## config.mk

```make
export PLATFORM = sky130hd
export DESIGN_NAME = sorted_array_priority_queue
export DESIGN_NICKNAME = d
export VERILOG_FILES = /design/src/rtl/sapq_pkg.sv /design/src/rtl/sapq_cell.sv /design/src/rtl/sorted_array_priority_queue.sv
export SDC_FILE = /design/constraint.sdc
export NUM_CORES = 2
export LEC_CHECK = 0
export ABC_AREA = 1
export BUFFER_PORTS_ARGS = -buffer_cell sky130_fd_sc_hd__buf_2
export CAP_MARGIN = 40
export CORE_MARGIN = 4
export CORE_UTILIZATION = 50
export CTS_BUF_LIST = sky130_fd_sc_hd__clkbuf_16
export DETAILED_ROUTE_END_ITERATION = 12
export PLACE_DENSITY = 0.62
export SLEW_MARGIN = 20
export SYNTH_ARGS = -nofsm -noshare
export SYNTH_HDL_FRONTEND = slang
export SYNTH_HIERARCHICAL = 1
export SYNTH_SLANG_ARGS = --single-unit
```

## constraint.sdc

```tcl
create_clock -name clock -period 6.4 [get_ports clock]
set_clock_uncertainty 0.2 [all_clocks]
set_input_delay 0.32 -clock clock [delete_from_list [all_inputs] [get_ports clock]]
set_output_delay 0.32 -clock clock [all_outputs]
set_load 0.03 [all_outputs]
```

## src/rtl/sapq_pkg.sv

```systemverilog
package sapq_pkg;

   localparam logic [2:0] OP_ENQUEUE = 3'd0;
   localparam logic [2:0] OP_DEQUEUE = 3'd1;
   localparam logic [2:0] OP_READ    = 3'd2;
   localparam logic [2:0] OP_UPDATE  = 3'd3;
   localparam logic [2:0] OP_STATUS  = 3'd4;

   localparam int REQ_DATA_W = 56;
   localparam int RSP_DATA_W = 40;

   typedef struct packed {
      logic signed [15:0] prio;
      logic [31:0]        value;
   } entry_type;

   typedef struct packed {
      logic               enq;
      logic               deq;
      logic               upd;
      logic signed [15:0] prio;
      logic [31:0]        value;
   } cell_cmd_type;

endpackage

```

## src/rtl/sapq_cell.sv

```systemverilog
module sapq_cell
   import sapq_pkg::*;
(
   input  logic         clock,
   input  cell_cmd_type cmd,
   input  logic         occupied,
   input  logic         selected,
   input  logic         left_ins,
   input  entry_type    left_entry,
   input  entry_type    right_entry,
   output logic         ins,
   output entry_type    entry
);

   entry_type entry_ff;
   entry_type entry_in;

   assign ins   = !occupied || (entry_ff.prio < cmd.prio);
   assign entry = entry_ff;

   always_comb begin
      entry_in = entry_ff;
      if (cmd.enq) begin
         if (left_ins) begin
            entry_in = left_entry;
         end else if (ins) begin
            entry_in.prio  = cmd.prio;
            entry_in.value = cmd.value;
         end
      end else if (cmd.deq) begin
         entry_in = right_entry;
      end else if (cmd.upd && selected) begin
         entry_in.value = cmd.value;
      end
   end

   always_ff @(posedge clock) begin
      entry_ff <= entry_in;
   end

endmodule

```

## src/rtl/sorted_array_priority_queue.sv

```systemverilog
// Response: registered; it appears on rsp_tdata in the cycle after the request transfer.
// Throughput: one operation per cycle unless a stalled response holds req_tready
// low; enqueue shifts the cells from the insertion point on, dequeue the whole row.
// Reset: synchronous, active high; clears the entry count and the response
// valid flag. Cell contents stay undefined until written.
module sorted_array_priority_queue
   import sapq_pkg::*;
#(
   parameter int DEPTH = 16
) (
   input  logic                  clock,
   input  logic                  reset,
   input  logic                  req_tvalid,
   output logic                  req_tready,
   // op[2:0], priority_req[18:3], value[50:19], position[54:51], zero[55]
   input  logic [REQ_DATA_W-1:0] req_tdata,
   output logic                  rsp_tvalid,
   input  logic                  rsp_tready,
   // ok[0], value_out[32:1], entry_count[37:33], is_empty[38], is_full[39]
   output logic [RSP_DATA_W-1:0] rsp_tdata
);

   localparam int CW = $clog2(DEPTH + 1);
   localparam int PW = (CW > 4) ? CW : 4;

   logic [2:0]        op;
   logic signed [15:0] prio;
   logic [31:0]       value;
   logic [3:0]        position;

   logic [CW-1:0]     count_ff;
   logic [CW-1:0]     count_in;
   logic              rsp_valid_ff;
   logic              rsp_valid_in;
   logic [RSP_DATA_W-1:0] rsp_data_ff;
   logic [RSP_DATA_W-1:0] rsp_data_in;

   logic              accept;
   logic              full;
   logic              empty;
   logic              pos_ok;
   logic              ok;
   logic [31:0]       value_out;
   logic [31:0]       read_value;
   cell_cmd_type      cmd;

   entry_type         entries [DEPTH];
   logic [DEPTH-1:0]  ins;

   assign op       = req_tdata[2:0];
   assign prio     = req_tdata[18:3];
   assign value    = req_tdata[50:19];
   assign position = req_tdata[54:51];

   assign req_tready = !rsp_valid_ff || rsp_tready;
   assign accept     = req_tvalid && req_tready;
   assign full       = (count_ff == CW'(DEPTH));
   assign empty      = (count_ff == '0);
   assign pos_ok     = (PW'(position) < PW'(count_ff));

   always_comb begin
      cmd.enq   = accept && (op == OP_ENQUEUE) && !full;
      cmd.deq   = accept && (op == OP_DEQUEUE) && !empty;
      cmd.upd   = accept && (op == OP_UPDATE) && pos_ok;
      cmd.prio  = prio;
      cmd.value = value;
   end

   for (genvar i = 0; i < DEPTH; i++) begin : g_cell
      logic      left_ins;
      entry_type left_entry;
      entry_type right_entry;

      if (i == 0) begin : g_head
         assign left_ins   = 1'b0;
         assign left_entry = '0;
      end else begin : g_body
         assign left_ins   = ins[i-1];
         assign left_entry = entries[i-1];
      end

      if (i == DEPTH - 1) begin : g_tail
         assign right_entry = '0;
      end else begin : g_mid
         assign right_entry = entries[i+1];
      end

      sapq_cell u_cell (
         .clock       (clock),
         .cmd         (cmd),
         .occupied    (CW'(i) < count_ff),
         .selected    (PW'(position) == PW'(i)),
         .left_ins    (left_ins),
         .left_entry  (left_entry),
         .right_entry (right_entry),
         .ins         (ins[i]),
         .entry       (entries[i])
      );
   end

   always_comb begin
      read_value = '0;
      for (int i = 0; i < DEPTH; i++) begin
         if (PW'(position) == PW'(i)) begin
            read_value = entries[i].value;
         end
      end
   end

   always_comb begin
      count_in  = count_ff;
      ok        = 1'b0;
      value_out = '0;
      case (op)
         OP_ENQUEUE: begin
            ok = !full;
            if (!full) begin
               count_in = count_ff + CW'(1);
            end
         end
         OP_DEQUEUE: begin
            ok = !empty;
            if (!empty) begin
               count_in  = count_ff - CW'(1);
               value_out = entries[0].value;
            end
         end
         OP_READ: begin
            ok = pos_ok;
            if (pos_ok) begin
               value_out = read_value;
            end
         end
         OP_UPDATE: begin
            ok = pos_ok;
         end
         OP_STATUS: begin
            ok = 1'b1;
         end
         default: begin
            ok = 1'b0;
         end
      endcase
   end

   always_comb begin
      rsp_data_in       = rsp_data_ff;
      rsp_valid_in      = rsp_valid_ff && !rsp_tready;
      if (accept) begin
         rsp_valid_in      = 1'b1;
         rsp_data_in[0]    = ok;
         rsp_data_in[32:1] = value_out;
         rsp_data_in[37:33] = 5'(count_in);
         rsp_data_in[38]   = (count_in == '0);
         rsp_data_in[39]   = (count_in == CW'(DEPTH));
      end
   end

   always_ff @(posedge clock) begin
      if (reset) begin
         count_ff     <= '0;
         rsp_valid_ff <= 1'b0;
      end else begin
         if (accept) begin
            count_ff <= count_in;
         end
         rsp_valid_ff <= rsp_valid_in;
      end
      rsp_data_ff <= rsp_data_in;
   end

   assign rsp_tvalid = rsp_valid_ff;
   assign rsp_tdata  = rsp_data_ff;

endmodule

```

# Word-level counts from Yosys, hierarchy flattened
# Cells that the tools add are included.
# word_totals
out_inout_bits	42
input_bits	60
elab_cells	341
ff_bits	814
# classes
n_reduce_logical	115
eq_ne	37
mux	119
order_cmp	33
n_addsub	2
# op_table
cell	count
$mux 48	47
$mux 32	50
$lt 16x16->1	16
$mux 16	16
$pmux 32 s2	1
$reduce_and 2->1	32
$reduce_bool 3->1	16
$ne 3x1->1 const B	15
$lt 4x5->1 const A	8
$eq 4x4->1 const B	8
$logic_and 1x1->1	24
$logic_not 1->1	20
$lt 3x5->1 const A	4
$logic_or 1x1->1	17
$eq 4x3->1 const B	4
$eq 5x5->1 const B	2
$logic_not 5->1	2
$lt 1x5->1 const A	2
$lt 2x5->1 const A	2
$mux 5	2
$pmux 5 s2	1
$eq 4x2->1 const B	2
$eq 3x2->1 const B	2
$add 5x1->5 const B	1
other kinds (12)	12

# Depth between registers and ports, before layout
# logic_depth
depth_word	19
mapped_depth	19
depth_no_buf	16

# Modules after synthesis
# The synthesis kept the hierarchy.
# by_module_without_submodules
module	seq_area_each_um2	cells_each	area_per_inst_um2	n_inst
sapq_cell (g_cell[0].u_cell ...)	1441.4	297	2944.1	10
sapq_cell (g_cell[4].u_cell ...)	1441.4	295	2935.3	6
sorted_array_priority_queue	1321.3	1277	6677.7	1

# Worst setup path before layout
# No wires, ideal clock.
# synth_path
path_type	register to register
from	reg count_ff[2]
to	reg g_cell[11].u_cell.entry_ff, in the netlist g_cell[11].u_cell/entry[0] (enable)
n_path_buf	1
arrival_ns	3.244
stages_incl_launch_ff	13
required_time_ns	5.813
setup_ns	0.387
slack_ns	2.569
period_less_slack_ns	3.831
cell_sequence	dfxtp_1 -> clkbuf_1 -> inv_1 -> ha_1 -> a21oi_1 -> nor2_1 -> a211oi_1 -> nand3_1 -> nor3_1 -> nand2_1 -> nand2_1 -> nand2_1 -> inv_1
# synth_lines
item	line	source
from (decl)	sorted_array_priority_queue.sv:31	logic [CW-1:0] count_ff;
from (signal assigned)	sorted_array_priority_queue.sv:165	count_ff <= count_in;
to (signal assigned)	sapq_cell.sv:38	entry_ff <= entry_in;
to (decl)	sapq_cell.sv:15	entry_type entry_ff;

==> out/metrics.yaml <==
period_needed_ps: 4100
grt_max_degree: 69
hold_end: "g_cell[12].u_cell/entry[7]$_DFFE_PP_"
clk_pin_slew_ps: 60
fin_setup_tns_ps: 0
fin_crit_sh: 0.641
crit_path_end_kind: "register"
clock.fmax_mhz: 244
p_leak_nw: 24.1
area_growth_pct: 8.49
post_cts_resized: 0
start_kind: "register"
grt_setup_unrepaired: "false"
path_class: "register to register"
synth_warnings: 6
slew_headroom: -0.0552
cap_violations: 0
outcome: "complete, but fails checks"
worst_hold_slack_ps: 42.8
cp_max_fo: 33
cts_sinks: 814
power.density_nw_per_um2: 230
cts_buffer_depth: 3
startpoint: "count_ff[0]$_SDFFE_PP0P_"
detail_route.first_pass.iterations: 6
dieArea_um2: 113000
dp_hpwl_um: 126000
wl_per_cell_um: 24.1
fp.dieW_um: 336
h-tree-depth: 3
reg2reg_slack_ps: 2300
gr-total-overflow: 0
r2r_start: "count_ff[0]$_SDFFE_PP0P_"
portBuffers: 100
grt_use_total: 0.312
arrival_ps: 4200
violations: "slew limit"
finalSetupViolCount: 0
holdPathStages: 3
reg2reg_to: "g_cell[4].u_cell/entry[36]$_DFFE_PP_"
io_pins: 102
clock_latency_ps: 680
slew_violations: 33
syn_inst: 6016
die_y_um: 336
drc: 0
antenna_found_initial: 10
power_mw: 13.4
required_ps: 6500
hold_class: "input pin to register"
num_vias: 46244
final_nets: 6358
initial_core_util: 0.507
cts-root-buf: "clkbuf_16"
fillers: 9713
finalHoldViolCount: 0
cts_tree: "done"
grt_pass1_vias: 45139
wl_um: 181000
drtIter0Drc: 4685
via_per_inst: 6.15
synth_area_um2: 53700
ant_nets: 0
place_area_um2: 55100
fp.coreArea_um2: 106000
grt_pass1_wl_um: 272000
design_area_um2: 58300
hold_path.startpoint: "req_tdata[26]"
vdd_ir_drop_max_uv: 223
place.gp.congestion: 0.915
rr_worst_depth: 12
tightest_slew_ps: 1580
synth.avg_cell_area_um2: 8.93
finish.utilization: 0.550
drive_gt1_frac: 0.156
row_count: 119
cts_buffers: 95
## stage by stage
stage	instances	worst slack [ps]
finish	7518	2300
global route	7511	1940
CTS	7497	1910
detailed placement	7328	1930
global placement	7302	1850
floorplan	6112	2570
## routing by layer
layer | vias up | global-route usage | wire (um)
li1 | 21373 | - | -
met1 | 22045 | 0.402 | 71000
met2 | 2282 | 0.504 | 83600
met3 | 542 | 0.0420 | 13600
met4 | 2 | 0.185 | 12600
met5 | - | 0 | 13
## final cells by class
class | instances | area [um^2] | share of cell area
repair buffers | 220 | 1930 | 0.0331
inverters | 561 | 2150 | 0.0369
diodes | 7 | 17.5 | 0.000301
flip-flops and latches | 814 | 24400 | 0.418
clock buffers | 98 | 2450 | 0.0421
multi-input cells | 4360 | 25200 | 0.432
clock inverters | 67 | 425 | 0.00730
well taps | 1391 | 1740 | 0.0299
## report_power, final
group	total, mW	switching (mW)	leakage (nW)	internal [mW]
registers	6.33	0.174	7.46	6.15
clock network	5.22	2.28	1.51	2.94
logic	1.89	1.32	15.1	0.566
## flip-flops by register name, indices dropped and copies added (netlist names)
| signal | count |
|---|---|
| count_ff | 5 |
| rsp_tdata | 40 |
| g_cell.u_cell/entry | 768 |
| rsp_tvalid | 1 |
## what timing repair did
item                      4_1_cts  5_1_grt
hold buffers                    4        0
setup buffers                   0        0
hold endpoints to repair        7        0
## critical path, cell delays in order (launching register included)
cell and delay [ps]:
dfxtp_1 520, inv_1 180, ha_1 250, inv_1 50, nor2_1 50, inv_1 100, o21ai_1 150, nor2_4 510
buf_4 330, nor2_1 90, inv_2 590, nand2_1 130, inv_1 570
## worst max-delay path by stage
stage / to / cells past startpoint / slack (ps)
after floorplan: g_cell[11].u_cell/entry[0]$_DFFE_PP_ / 12 / 2570
after global placement: g_cell[10].u_cell/entry[21]$_DFFE_PP_ / 14 / 1850
after detailed placement: g_cell[10].u_cell/entry[36]$_DFFE_PP_ / 14 / 1930
after CTS: g_cell[10].u_cell/entry[36]$_DFFE_PP_ / 14 / 1910
after global routing: g_cell[0].u_cell/entry[45]$_DFFE_PP_ / 17 / 1940
final: g_cell[4].u_cell/entry[36]$_DFFE_PP_ / 12 / 2300
## cell usage in the layout (no fill, tap or decap), drive strengths merged, types with 37 or more instances in the layout
cell,count
nand2,1097
edfxtp,808
nor2,788
a21oi,682
inv,583
o22ai,512
nand3,431
ha,246
o211ai,240
buf,216
nand4,120
clkbuf,98
conb,97
o21ai,49
nor3,46
clkinv,40
or2,37
Note: power is estimated with default switching activity, not from simulation.
